`config.mk`:
```
export PLATFORM = sky130hd
export DESIGN_NAME = rsa_modular_exponentiation_unit
export DESIGN_NICKNAME = d
export VERILOG_FILES = /design/src/rsa_pkg.sv /design/src/rsa_modular_exponentiation_unit.sv
export SDC_FILE = /design/constraint.sdc
export NUM_CORES = 1
export LEC_CHECK = 0
export BUFFER_PORTS_ARGS = -buffer_cell sky130_fd_sc_hd__buf_2
export CORE_ASPECT_RATIO = 0.75
export CORE_MARGIN = 2
export CORE_UTILIZATION = 45
export CTS_CLUSTER_SIZE = 40
export DETAILED_ROUTE_END_ITERATION = 12
export PLACE_DENSITY_LB_ADDON = 0.05
export SLEW_MARGIN = 5
export SYNTH_ARGS = -nofsm -noshare
export SYNTH_HDL_FRONTEND = slang
export SYNTH_SLANG_ARGS = --single-unit
```
`constraint.sdc`:
```
create_clock -name clk -period 11.95 [get_ports clk]
set_input_delay 0.5975 -clock clk [delete_from_list [all_inputs] [get_ports clk]]
set_output_delay 0.5975 -clock clk [all_outputs]
set_load 0.1 [all_outputs]
```
`src/rsa_pkg.sv`:
```
// shared types and constants for the rsa modular exponentiation unit
// no dependencies
package rsa_pkg;

  localparam int MSG_BITS      = 32;
  localparam int RES_BITS      = 32;
  localparam int MOD_BITS      = 32;
  localparam int PUB_BITS      = 8;
  localparam int PRIV_BITS     = 21;
  localparam int CFG_IDX_BITS  = 2;
  localparam int CFG_DATA_BITS = 32;

  localparam logic [PUB_BITS-1:0]  E_LIMIT = PUB_BITS'(64);
  localparam logic [PRIV_BITS-1:0] D_LIMIT = PRIV_BITS'(1048576);

  localparam logic [CFG_IDX_BITS-1:0] CFG_MODULUS          = CFG_IDX_BITS'(0);
  localparam logic [CFG_IDX_BITS-1:0] CFG_PUBLIC_EXPONENT  = CFG_IDX_BITS'(1);
  localparam logic [CFG_IDX_BITS-1:0] CFG_PRIVATE_EXPONENT = CFG_IDX_BITS'(2);

  localparam logic OP_ENCRYPT = 1'b0;
  localparam logic OP_DECRYPT = 1'b1;

  typedef enum logic [2:0] {
    ST_IDLE,
    ST_CHECK,
    ST_REDUCE,
    ST_INIT,
    ST_EXPO,
    ST_MUL,
    ST_DONE
  } state_t;

  typedef enum logic {
    MUL_SQUARE,
    MUL_BASE
  } mul_kind_t;

endpackage

```
`src/rsa_modular_exponentiation_unit.sv`:
```
// Computes message^e or message^d mod n by square-and-multiply on one shared
// modular add/compare-subtract unit. One item at a time: after a transfer on
// the s_ side the block checks the request, reduces the message mod n, sets up
// the accumulator and then walks the exponent from its top bit. Leading zero
// bits only shift the exponent; from the first set bit on, every bit costs a
// modular squaring and a modular multiply by the base where the bit is set.
// Each modular product does one double step per multiplier bit and one add
// step per set multiplier bit. A rejected request or a zero modulus skips the
// arithmetic. The result waits in an output register while the next item is
// taken in.
// Depends on rsa_pkg.
module rsa_modular_exponentiation_unit #(
  parameter int WORD_BITS = 32,
  parameter int EXP_BITS  = 21
) (
  input  logic                               clk,
  input  logic                               rst,
  // configuration write channel
  input  logic                               cfg_valid,
  output logic                               cfg_ready,
  input  logic [rsa_pkg::CFG_IDX_BITS-1:0]   cfg_index,
  input  logic [rsa_pkg::CFG_DATA_BITS-1:0]  cfg_data,
  // input stream
  input  logic                               s_tvalid,
  output logic                               s_tready,
  input  logic [rsa_pkg::MSG_BITS-1:0]       s_tdata,  // message
  input  logic                               s_tuser,  // op
  // output stream
  output logic                               m_tvalid,
  input  logic                               m_tready,
  output logic [rsa_pkg::RES_BITS-1:0]       m_tdata,  // result
  output logic                               m_tuser   // error
);

  localparam int W         = WORD_BITS;
  localparam int BCNT_BITS = $clog2(WORD_BITS);
  localparam int ECNT_BITS = $clog2(EXP_BITS);

  rsa_pkg::state_t    state, state_next;
  rsa_pkg::mul_kind_t mulk, mulk_next;

  logic [rsa_pkg::MOD_BITS-1:0]  modulus;
  logic [rsa_pkg::PUB_BITS-1:0]  public_exponent;
  logic [rsa_pkg::PRIV_BITS-1:0] private_exponent;

  logic                 op_q, op_q_next;
  logic                 err_q, err_q_next;
  logic                 started, started_next;
  logic                 phase, phase_next;
  logic [W-1:0]         acc, acc_next;
  logic [W-1:0]         prod, prod_next;
  logic [W-1:0]         base, base_next;
  logic [W-1:0]         ma, ma_next;
  logic [W-1:0]         mb, mb_next;
  logic [EXP_BITS-1:0]  expo, expo_next;
  logic [ECNT_BITS-1:0] ecnt, ecnt_next;
  logic [BCNT_BITS-1:0] bcnt, bcnt_next;

  logic [63:0]  n_ext, msg_ext, e_ext, acc_ext;
  logic [W-1:0] n_w, msg_w;
  logic [W:0]   u_in, u_sub, n_x;
  logic [W-1:0] u_out;
  logic         req_err, mod_zero;
  logic         exp_bit, exp_last, mul_step_done, mul_last;
  logic         out_load;

  // word views
  assign n_ext   = 64'(modulus);
  assign n_w     = n_ext[W-1:0];
  assign n_x     = {1'b0, n_w};
  assign msg_ext = 64'(s_tdata);
  assign msg_w   = msg_ext[W-1:0];
  assign e_ext   = (op_q == rsa_pkg::OP_DECRYPT) ? 64'(private_exponent)
                                                 : 64'(public_exponent);
  assign acc_ext = 64'(acc);

  assign req_err  = (op_q == rsa_pkg::OP_DECRYPT) ?
                    (private_exponent > rsa_pkg::D_LIMIT) :
                    ((public_exponent > rsa_pkg::E_LIMIT) || (mb > n_w));
  assign mod_zero = (n_w == '0);

  assign exp_bit       = expo[EXP_BITS-1];
  assign exp_last      = (ecnt == '0);
  assign mul_step_done = phase || !mb[W-1];
  assign mul_last      = mul_step_done && (bcnt == '0);

  // shared unit: x < 2n in, x mod n out
  always_comb begin
    unique case (state)
      rsa_pkg::ST_REDUCE: u_in = {prod, mb[W-1]};
      rsa_pkg::ST_INIT:   u_in = (W+1)'(1);
      rsa_pkg::ST_MUL:    u_in = phase ? ({1'b0, prod} + {1'b0, ma}) : {prod, 1'b0};
      default:            u_in = '0;
    endcase
  end

  assign u_sub = u_in - n_x;
  assign u_out = (u_in >= n_x) ? u_sub[W-1:0] : u_in[W-1:0];

  // next state
  always_comb begin
    state_next = state;
    unique case (state)
      rsa_pkg::ST_IDLE:   if (s_tvalid) state_next = rsa_pkg::ST_CHECK;
      rsa_pkg::ST_CHECK: begin
        if (req_err || mod_zero) state_next = rsa_pkg::ST_DONE;
        else                     state_next = rsa_pkg::ST_REDUCE;
      end
      rsa_pkg::ST_REDUCE: if (bcnt == '0) state_next = rsa_pkg::ST_INIT;
      rsa_pkg::ST_INIT:   state_next = rsa_pkg::ST_EXPO;
      rsa_pkg::ST_EXPO: begin
        if (!started && !exp_bit) begin
          if (exp_last) state_next = rsa_pkg::ST_DONE;
        end else begin
          state_next = rsa_pkg::ST_MUL;
        end
      end
      rsa_pkg::ST_MUL: begin
        if (mul_last && !(mulk == rsa_pkg::MUL_SQUARE && exp_bit)) begin
          state_next = exp_last ? rsa_pkg::ST_DONE : rsa_pkg::ST_EXPO;
        end
      end
      rsa_pkg::ST_DONE:   if (!m_tvalid || m_tready) state_next = rsa_pkg::ST_IDLE;
      default:            state_next = rsa_pkg::ST_IDLE;
    endcase
  end

  // outputs of the sequencer
  always_comb begin
    s_tready  = (state == rsa_pkg::ST_IDLE);
    cfg_ready = 1'b1;
    out_load  = (state == rsa_pkg::ST_DONE) && (!m_tvalid || m_tready);
  end

  // datapath next values
  always_comb begin
    op_q_next    = op_q;
    err_q_next   = err_q;
    started_next = started;
    phase_next   = phase;
    mulk_next    = mulk;
    acc_next     = acc;
    prod_next    = prod;
    base_next    = base;
    ma_next      = ma;
    mb_next      = mb;
    expo_next    = expo;
    ecnt_next    = ecnt;
    bcnt_next    = bcnt;
    unique case (state)
      rsa_pkg::ST_IDLE: begin
        op_q_next = s_tuser;
        mb_next   = msg_w;
      end
      rsa_pkg::ST_CHECK: begin
        err_q_next = req_err;
        acc_next   = '0;
        prod_next  = '0;
        bcnt_next  = BCNT_BITS'(W - 1);
        expo_next  = e_ext[EXP_BITS-1:0];
        ecnt_next  = ECNT_BITS'(EXP_BITS - 1);
      end
      rsa_pkg::ST_REDUCE: begin
        prod_next = u_out;
        mb_next   = mb << 1;
        bcnt_next = bcnt - 1'b1;
        if (bcnt == '0) base_next = u_out;
      end
      rsa_pkg::ST_INIT: begin
        acc_next     = u_out;
        started_next = 1'b0;
      end
      rsa_pkg::ST_EXPO: begin
        if (!started && !exp_bit) begin
          expo_next = expo << 1;
          ecnt_next = ecnt - 1'b1;
        end else begin
          started_next = 1'b1;
          ma_next      = acc;
          mb_next      = acc;
          prod_next    = '0;
          bcnt_next    = BCNT_BITS'(W - 1);
          phase_next   = 1'b0;
          mulk_next    = rsa_pkg::MUL_SQUARE;
        end
      end
      rsa_pkg::ST_MUL: begin
        prod_next = u_out;
        if (!phase && mb[W-1]) begin
          phase_next = 1'b1;
        end else begin
          phase_next = 1'b0;
          mb_next    = mb << 1;
          bcnt_next  = bcnt - 1'b1;
          if (bcnt == '0) begin
            acc_next = u_out;
            if (mulk == rsa_pkg::MUL_SQUARE && exp_bit) begin
              ma_next   = u_out;
              mb_next   = base;
              prod_next = '0;
              bcnt_next = BCNT_BITS'(W - 1);
              mulk_next = rsa_pkg::MUL_BASE;
            end else begin
              expo_next = expo << 1;
              ecnt_next = ecnt - 1'b1;
            end
          end
        end
      end
      rsa_pkg::ST_DONE: begin
      end
      default: begin
      end
    endcase
  end

  always_ff @(posedge clk) begin
    if (rst) begin
      state <= rsa_pkg::ST_IDLE;
    end else begin
      state <= state_next;
    end
  end

  always_ff @(posedge clk) begin
    op_q    <= op_q_next;
    err_q   <= err_q_next;
    started <= started_next;
    phase   <= phase_next;
    mulk    <= mulk_next;
    acc     <= acc_next;
    prod    <= prod_next;
    base    <= base_next;
    ma      <= ma_next;
    mb      <= mb_next;
    expo    <= expo_next;
    ecnt    <= ecnt_next;
    bcnt    <= bcnt_next;
  end

  // configuration registers
  always_ff @(posedge clk) begin
    if (rst) begin
      modulus          <= rsa_pkg::MOD_BITS'(1);
      public_exponent  <= '0;
      private_exponent <= '0;
    end else if (cfg_valid && cfg_ready) begin
      unique case (cfg_index)
        rsa_pkg::CFG_MODULUS:
          modulus <= cfg_data[rsa_pkg::MOD_BITS-1:0];
        rsa_pkg::CFG_PUBLIC_EXPONENT:
          public_exponent <= cfg_data[rsa_pkg::PUB_BITS-1:0];
        rsa_pkg::CFG_PRIVATE_EXPONENT:
          private_exponent <= cfg_data[rsa_pkg::PRIV_BITS-1:0];
        default: begin
        end
      endcase
    end
  end

  // output register
  always_ff @(posedge clk) begin
    if (rst) begin
      m_tvalid <= 1'b0;
    end else if (out_load) begin
      m_tvalid <= 1'b1;
    end else if (m_tready) begin
      m_tvalid <= 1'b0;
    end
  end

  always_ff @(posedge clk) begin
    if (out_load) begin
      m_tdata <= acc_ext[rsa_pkg::RES_BITS-1:0];
      m_tuser <= err_q;
    end
  end

endmodule

```
==> impl_metrics.tcl, run 1 <==
set metrics [dict create \
    run_status "complete, no violations" \
    syn-num-nets 1938 \
    rsz0062_at_grt "false" \
    ctsHoldBuffers 0 \
    cts_sinks 294 \
    cp-start-kind "register" \
    cts_max_level 1 \
    clk_latency_ns 0.59 \
    arrival_ns 7.11 \
    final_cells 2365 \
    cp_max_fo 72 \
    drv_cap 0 \
    cts_resized 0 \
    area_growth_syn_to_layout_pct 12.3 \
    cts_root_buf "clkbuf_16" \
    clock_path_buffers 3 \
    hold_class "in -> reg" \
    syn_avg_cell_area_um2 9.48 \
    ys_top_cells_by_area "edfxtp_1, dfxtp_1, ha_1" \
    drc 0 \
    cts_buffers 31 \
    fin_worst_skew_ns 0.0117 \
    tightest_slew_ns 1.04 \
    vias 13700 \
    cts_tree "built" \
    grt_pass1_wl_mm 78.9 \
    synth_xor_area_share_pct 3.09 \
    yosysTopAreaCellShare_pct 41.1 \
    worstPathCellList "nor2b_2 -> nand2_2 -> buf_4 -> inv_1 -> nand2_1 -> buf_4 -> o21ai_0 -> ha_1 -> a21oi_1 -> a21boi_0 -> o311a_1 -> o31ai_1 -> a31oi_1 -> and2_1 -> nor2_8 -> mux2i_1 -> o21ai_1" \
    viasPerCell 5.78 \
    critPathSlowestCell "nor2_8" \
    hold_viol_final 0 \
    peakVddDrop_uv 272 \
    path_clk_slew_ns 0.07 \
    antenna_found_initial 1 \
    synthMostInstantiatedCell "nand2_1" \
    drtAntennaViolNets 0 \
    synthArstFlopShare_pct 0 \
    synthSimpleGateAreaFrac_pct 16.6 \
    grt_pass1_vias 12900 \
    row_count 61 \
    grt_usage_pct 27.1 \
    holdCritStartpoint "s_tuser" \
    grt_max_degree 73 \
    setup_tns_ns 0 \
    setup_viol 0 \
    cts_setup_buffers 0 \
    synth_common_cells "nand2_1, edfxtp_1, nor2_1" \
    ys.flop_type "edfxtp_1" \
    slew_violations 0 \
    synthAdderAreaFrac_pct 7.56 \
    io_pins 108 \
    routed_wl_mm 52.7 \
    synth_edf_count 229 \
    ys_ff_latch 294 \
    powerDensity_mw_per_mm2 325 \
    reg2reg_depth 17 \
    required_ns 12.25 \
    finalNetCount 2007 \
    initial_utilization_pct 45.4 \
    dp_hpwl_mm 36.8 \
    reg2reg_setup_slack_ns 5.14 \
    r2r_end "ma[29]$_DFFE_PP_" \
    drt_iter0_drc 1215 \
    overflow 0 \
    slew_headroom_pct 30.7 \
    end_kind "register" \
    worstReg2RegStart "state[1]$_SDFFE_PP0P_" \
    dr.pass1.iters 5 \
    fin_crit_ns 6.81 \
    synth_compound_area_share_pct 17.9 \
    syn-instance-count 1766 \
    dpl.cell_count 2306 \
    setup.worst_path.class "reg -> reg" \
    yosysTopAreaCell "edfxtp_1" \
    yosys-mux-area-fraction_pct 1.57 \
    period_share_pct 57.0 \
    cp_common_cell "buf_4" \
    die_x_um 227 \
    port_buffers 106 \
    dieArea_mm2 0.0388 \
    globalplace.congestion 0.919 \
    fp.coreArea_mm2 0.0369 \
    synth_top_family_by_area "compound AO/OA/AOI/OAI gates" \
    p_leak_nw 7.54 \
    hold_depth 1 \
    layout-drive-gt1-share_pct 11.5 \
    die_h_um 171 \
    seq_area_frac_synth_pct 48.9 \
    synth.distinct_cells 67 \
    slowest_delay_ns 0.82 \
    hold_path_end "op_q$_DFFE_PP_" \
    fmax_ghz 0.147 \
    synth_area_mm2 0.0167 \
    yosys_warnings 0 \
    post_drt_wl_per_cell_um 22.3 \
]
## worst max path at each step
stage	from	to	slack, ns
3_3_place_gp	state[1]$_SDFFE_PP0P_	ma[6]$_DFFE_PP_	5.38
2_1_floorplan	prod[0]$_DFFE_PP_	ma[25]$_DFFE_PP_	7.09
3_5_place_dp	state[1]$_SDFFE_PP0P_	ma[29]$_DFFE_PP_	5.38
6_report	state[1]$_SDFFE_PP0P_	ma[29]$_DFFE_PP_	5.14
5_1_grt	state[1]$_SDFFE_PP0P_	ma[29]$_DFFE_PP_	4.89
4_1_cts	state[1]$_SDFFE_PP0P_	ma[29]$_DFFE_PP_	5.34
## metal layers
metal  GRT usage, %  vias up  wire length [µm]
met4           7.98        0              1590
met2           42.7      482             23400
met3           4.17       90              3520
met5              0        -                 0
met1           38.6     6581             24200
li1               -     6519                 -
## cell usage in the layout, fill, tap and decap left out, types with 7 or more instances in the layout
cell,Yosys,routed
a31oi_1,13,13
a21oi_2,14,15
and2_1,8,8
mux2i_1,24,24
clkbuf_16,0,31
buf_2,0,106
nor2_1,166,165
nand2_1,254,253
o21bai_1,11,11
xor2_1,20,20
nand3b_1,7,7
nor4_1,15,15
nand3_1,33,33
o22ai_1,34,34
nor3_1,11,11
ha_1,98,98
edfxtp_1,229,229
o21ai_1,23,22
a22oi_1,42,42
and3_1,15,15
nand4_1,21,21
nand2b_1,14,13
buf_4,3,21
xnor2_1,39,39
o21ai_0,92,90
a21oi_1,158,157
nor2b_1,45,43
inv_1,96,96
o21a_1,8,7
dfxtp_1,65,64
a21o_1,34,34
## sequential cells by signal (all words and copies together) (netlist names), 3 cells and up
signal	flops
state	3
expo	21
ecnt	5
modulus	32
mb	32
m_tdata	32
private_exponent	21
bcnt	5
public_exponent	8
acc	32
prod	32
ma	32
base	32
## cells by family after synthesis
kind of cell             after synthesis
AND/OR/NAND/NOR                      613
AO/OA/AOI/OAI                        486
flip-flops                           294
buffers and inverters                187
adder cells (fa/ha/maj)              100
XOR/XNOR                              59
multiplexers                          26
other                                  1
## report_power, final
group	switching, mW	internal (mW)	leakage (nW)	total (mW)
clock network	0.427	0.585	0.506	1.01
logic	2.25	1.10	4.35	3.35
registers	0.182	1.57	2.68	1.75
## worst max-delay path, delay by kind of cell, from the launching register on
kind,cells,cell delay [ns]
muxes,1,0.46
buffers and inverters,3,1.34
adders and majority gates,1,0.47
and+or+nand+nor,5,1.44
DFF,1,0.77
AOI/OAI and AO/OA,7,2.01
## final cells by class
cell class              count  area, µm²
fillers                  3429      18100
flip-flops and latches    294       8180
multi-input cells        1285       7890
clock buffers              36        795
repair buffers            127        688
well taps                 504        631
inverters                  96        360
clock inverters            22        248
diodes                      1       2.50
## metrics by stage
step	util [%]	total power, mW	hold slack [ns]	instance area (µm²)	setup slack [ns]
6_report	51.0	6.11	0.192	18800	5.14
4_1_cts	51.0	6.09	0.171	18800	5.34
3_3_place_gp	48.1	5.03	0.426	17700	5.38
5_1_grt	51.0	6.52	0.178	18800	4.89
2_1_floorplan	-	4.15	0.400	16700	7.09
3_5_place_dp	48.1	5.05	0.432	17700	5.38
Note: power is estimated with default switching activity, not from simulation.
==> run 2: changes to the inputs <==
--- a/config.mk
+++ b/config.mk
@@ -5,6 +5,7 @@
 export SDC_FILE = /design/constraint.sdc
 export NUM_CORES = 1
 export LEC_CHECK = 0
+export ABC_AREA = 1
 export BUFFER_PORTS_ARGS = -buffer_cell sky130_fd_sc_hd__buf_2
 export CORE_ASPECT_RATIO = 0.75
 export CORE_MARGIN = 2
==> constraint.sdc (replaced) <==
create_clock -name clk -period 6.19 [get_ports clk]
set_input_delay 0.3095 -clock clk [delete_from_list [all_inputs] [get_ports clk]]
set_output_delay 0.3095 -clock clk [all_outputs]
set_load 0.1 [all_outputs]
==> run 2 against run 1 <==
Effect of this change: worst setup slack lost 4.1 ns; first-iteration DRC count grew 37%; utilization grew 0.64 points; global-route usage grew 2.8 points; wire length grew 15%; total power grew 110%; die area grew 5.1%; via count grew 16%; largest cell class is now multi-input combinational cells.
==> impl_metrics.tcl, run 2 <==
set metrics [dict create \
    run_status "complete, no violations" \
    routed_wl_mm 60.6 \
    syn-num-nets 2350 \
    worstReg2RegStart "prod[0]$_DFFE_PP_" \
    synth_common_cells "nand2_1, nor2_1, edfxtp_1" \
    powerDensity_mw_per_mm2 645 \
    synthArstFlopShare_pct 0 \
    vias 15800 \
    pwr-share-seq_pct 29.0 \
    drc 0 \
    reg2reg_setup_slack_ns 1.06 \
    slew_violations 0 \
    period_share_pct 82.9 \
    p_switching_mw 6.47 \
    grt_usage_pct 29.9 \
    clock_path_buffers 3 \
    fin_crit_ns 5.13 \
    fmax_ghz 0.195 \
    p_comb_share_pct 56.8 \
    antenna_found_initial 0 \
    grt_max_degree 64 \
    yosys_warnings 0 \
    slew_headroom_pct 22.6 \
    setup_tns_ns 0 \
    cts_root_buf "clkbuf_16" \
    cts_max_level 1 \
    cts_resized 0 \
    row_count 62 \
    fin_worst_skew_ns 0.0136 \
    area_growth_syn_to_layout_pct 12.6 \
    hold_depth 3 \
    finalNetCount 2451 \
    fp.coreArea_mm2 0.0384 \
    syn_avg_cell_area_um2 8.09 \
    ys_top_cells_by_area "edfxtp_1, nand2_1, dfxtp_1" \
    post_drt_wl_per_cell_um 21.5 \
    yosysTopAreaCellShare_pct 39.1 \
    cts_buffers 31 \
    drv_cap 0 \
    p_total_mw 12.8 \
    synth.distinct_cells 51 \
    critPathBufInv 2 \
    ys_ff_latch 294 \
    setup_viol 0 \
    port_buffers 106 \
    worst-path-stages 23 \
    cp_common_cell "nand2_1" \
    p_int_mw 6.32 \
    n_fill_cell 3749 \
    synth_area_mm2 0.0176 \
    viasPerCell 5.62 \
    hold_viol_final 0 \
    dp_hpwl_mm 45.5 \
    reg2reg_depth 23 \
    synth_edf_count 229 \
    sw_frac_of_total_pct 50.6 \
    setup.worst_path.class "reg -> reg" \
    power_frac_clock_pct 14.3 \
    io_pins 108 \
    holdCritStartpoint "cfg_data[25]" \
    final_common_cell "nand2_1" \
    rsz0062_at_grt "false" \
    overflow 0 \
    grt_pass1_wl_mm 91.7 \
    slowest_delay_ns 0.41 \
    path_clk_slew_ns 0.07 \
    critPathSlowestCell "edfxtp_1" \
    critical-path-top-delay-family "compound AO/OA/AOI/OAI gates" \
    syn-instance-count 2178 \
    dieArea_mm2 0.0407 \
    end_kind "register" \
    layout-drive-gt1-share_pct 10.6 \
    mostFrequentLayoutCells "nand2_1, nor2_1, edfxtp_1, inv_1, a21oi_1" \
    cp_max_fo 24 \
    critical_path.startpoint "prod[0]$_DFFE_PP_" \
    dr.pass1.iters 6 \
    peakVddDrop_uv 398 \
    hold_class "in -> reg" \
    cts_setup_buffers 0 \
    initial_utilization_pct 45.9 \
    cts_sinks 294 \
    globalplace.congestion 0.980 \
    tightest_slew_ns 1.16 \
    yosysTopAreaCell "edfxtp_1" \
    die_h_um 175 \
    required_ns 6.49 \
    drt_iter0_drc 1667 \
    die_x_um 232 \
    seq_area_frac_synth_pct 46.4 \
    cts_tree "built" \
    grt_pass1_vias 14900 \
    arrival_ns 5.44 \
    synthMostInstantiatedCell "nand2_1" \
    clk_latency_ns 0.59 \
    worstPathCellList "ha_1 -> fa_1 -> nand2_1 -> o21ai_2 -> a21boi_1 -> o21ai_1 -> xor2_1 -> o21ai_0 -> nand2_1 -> ha_1 -> a21oi_1 -> o21ai_0 -> a21oi_1 -> nand2_2 -> nand4_1 -> nand2_1 -> nand2_2 -> nand3_4 -> inv_2 -> buf_12 -> nand3_1 -> nand2_1 -> nor2_1" \
    ys.flop_type "edfxtp_1" \
    ctsHoldBuffers 12 \
    drtAntennaViolNets 0 \
    p_leak_nw 8.63 \
    cp-start-kind "register" \
    antenna_cells 0 \
]
run 2: changes by cell type in the layout (fill, tap and decap cells not counted), sizes merged, moves of 24 or more:
cell,previous run,this run
nand2,254,538
o21ai,115,170
a21o,34,9
o2111ai,1,31
o22ai,34,1
nor2b,45,0
nor2,167,293
mux2i,24,0
nand3,33,109
inv,100,228
a22oi,42,5
run 2: path summary, 6_finish.rpt:
check,end
min,modulus[25]$_SDFFE_PP0P_
min reg2reg,m_tuser$_DFFE_PP_
max reg2reg,acc[31]$_SDFFCE_PN0P_
max,acc[31]$_SDFFCE_PN0P_
run 2: power groups by stage:
stage / Combinational (mW) / Sequential (mW) / Clock, mW
CTS: 7.14 / 3.70 / 1.85
detailed placement: 7.11 / 3.73 / 0
finish: 7.26 / 3.70 / 1.82
global placement: 7.05 / 3.73 / 0
global route: 8.08 / 3.76 / 1.92
floorplan: 5.01 / 3.53 / 0
run 2: layer usage:
layer	wire [µm]	part of all wire [%]	vias up	global-route usage (%)
li1	-	-	7588	-
met1	28400	47	7510	44.9
met3	4690	7.7	85	4.30
met2	26000	43	646	45.4
met5	0	0	-	0
met4	1500	2.5	0	7.29
run 2: cell type report:
class | count | area (µm²) | area share (%)
multi-input cells | 1578 | 8310 | 41.9
flip-flops and latches | 294 | 8180 | 41.3
repair buffers | 145 | 866 | 4.37
inverters | 229 | 860 | 4.34
clock buffers | 40 | 820 | 4.13
well taps | 512 | 641 | 3.23
clock inverters | 17 | 151 | 0.764
run 2: cell families (layout without fill, tap and decap cells):
group                    after synthesis  in the layout  synth area share [%]
other                                  1              1                0.0213
buffers and inverters                306            431                  6.78
AND/OR/NAND/NOR                     1012           1012                  24.0
AO/OA/AOI/OAI                        433            433                  13.9
flip-flops                           294            294                  46.4
XOR/XNOR                              32             32                  1.59
adder cells (fa/ha/maj)              100            100                  7.19
run 2: tightest hold or removal path: cells and delay by family:
family	cells	cell delay, ns
buffers and inverters	1	0.07
AO/OA/AOI/OAI	2	0.19
run 2: metrics by stage:
stage	utilization, %	instances	hold WS [ns]	area [µm²]	setup WS [ns]
6_report	51.6	2815	0.0220	19800	1.06
5_1_grt	51.6	2815	0.0173	19800	0.697
4_1_cts	51.6	2815	0.00200	19800	1.15
3_5_place_dp	48.8	2746	0.420	18700	1.22
3_3_place_gp	48.8	2746	0.406	18700	1.27
2_1_floorplan	-	2178	0.379	17600	1.00
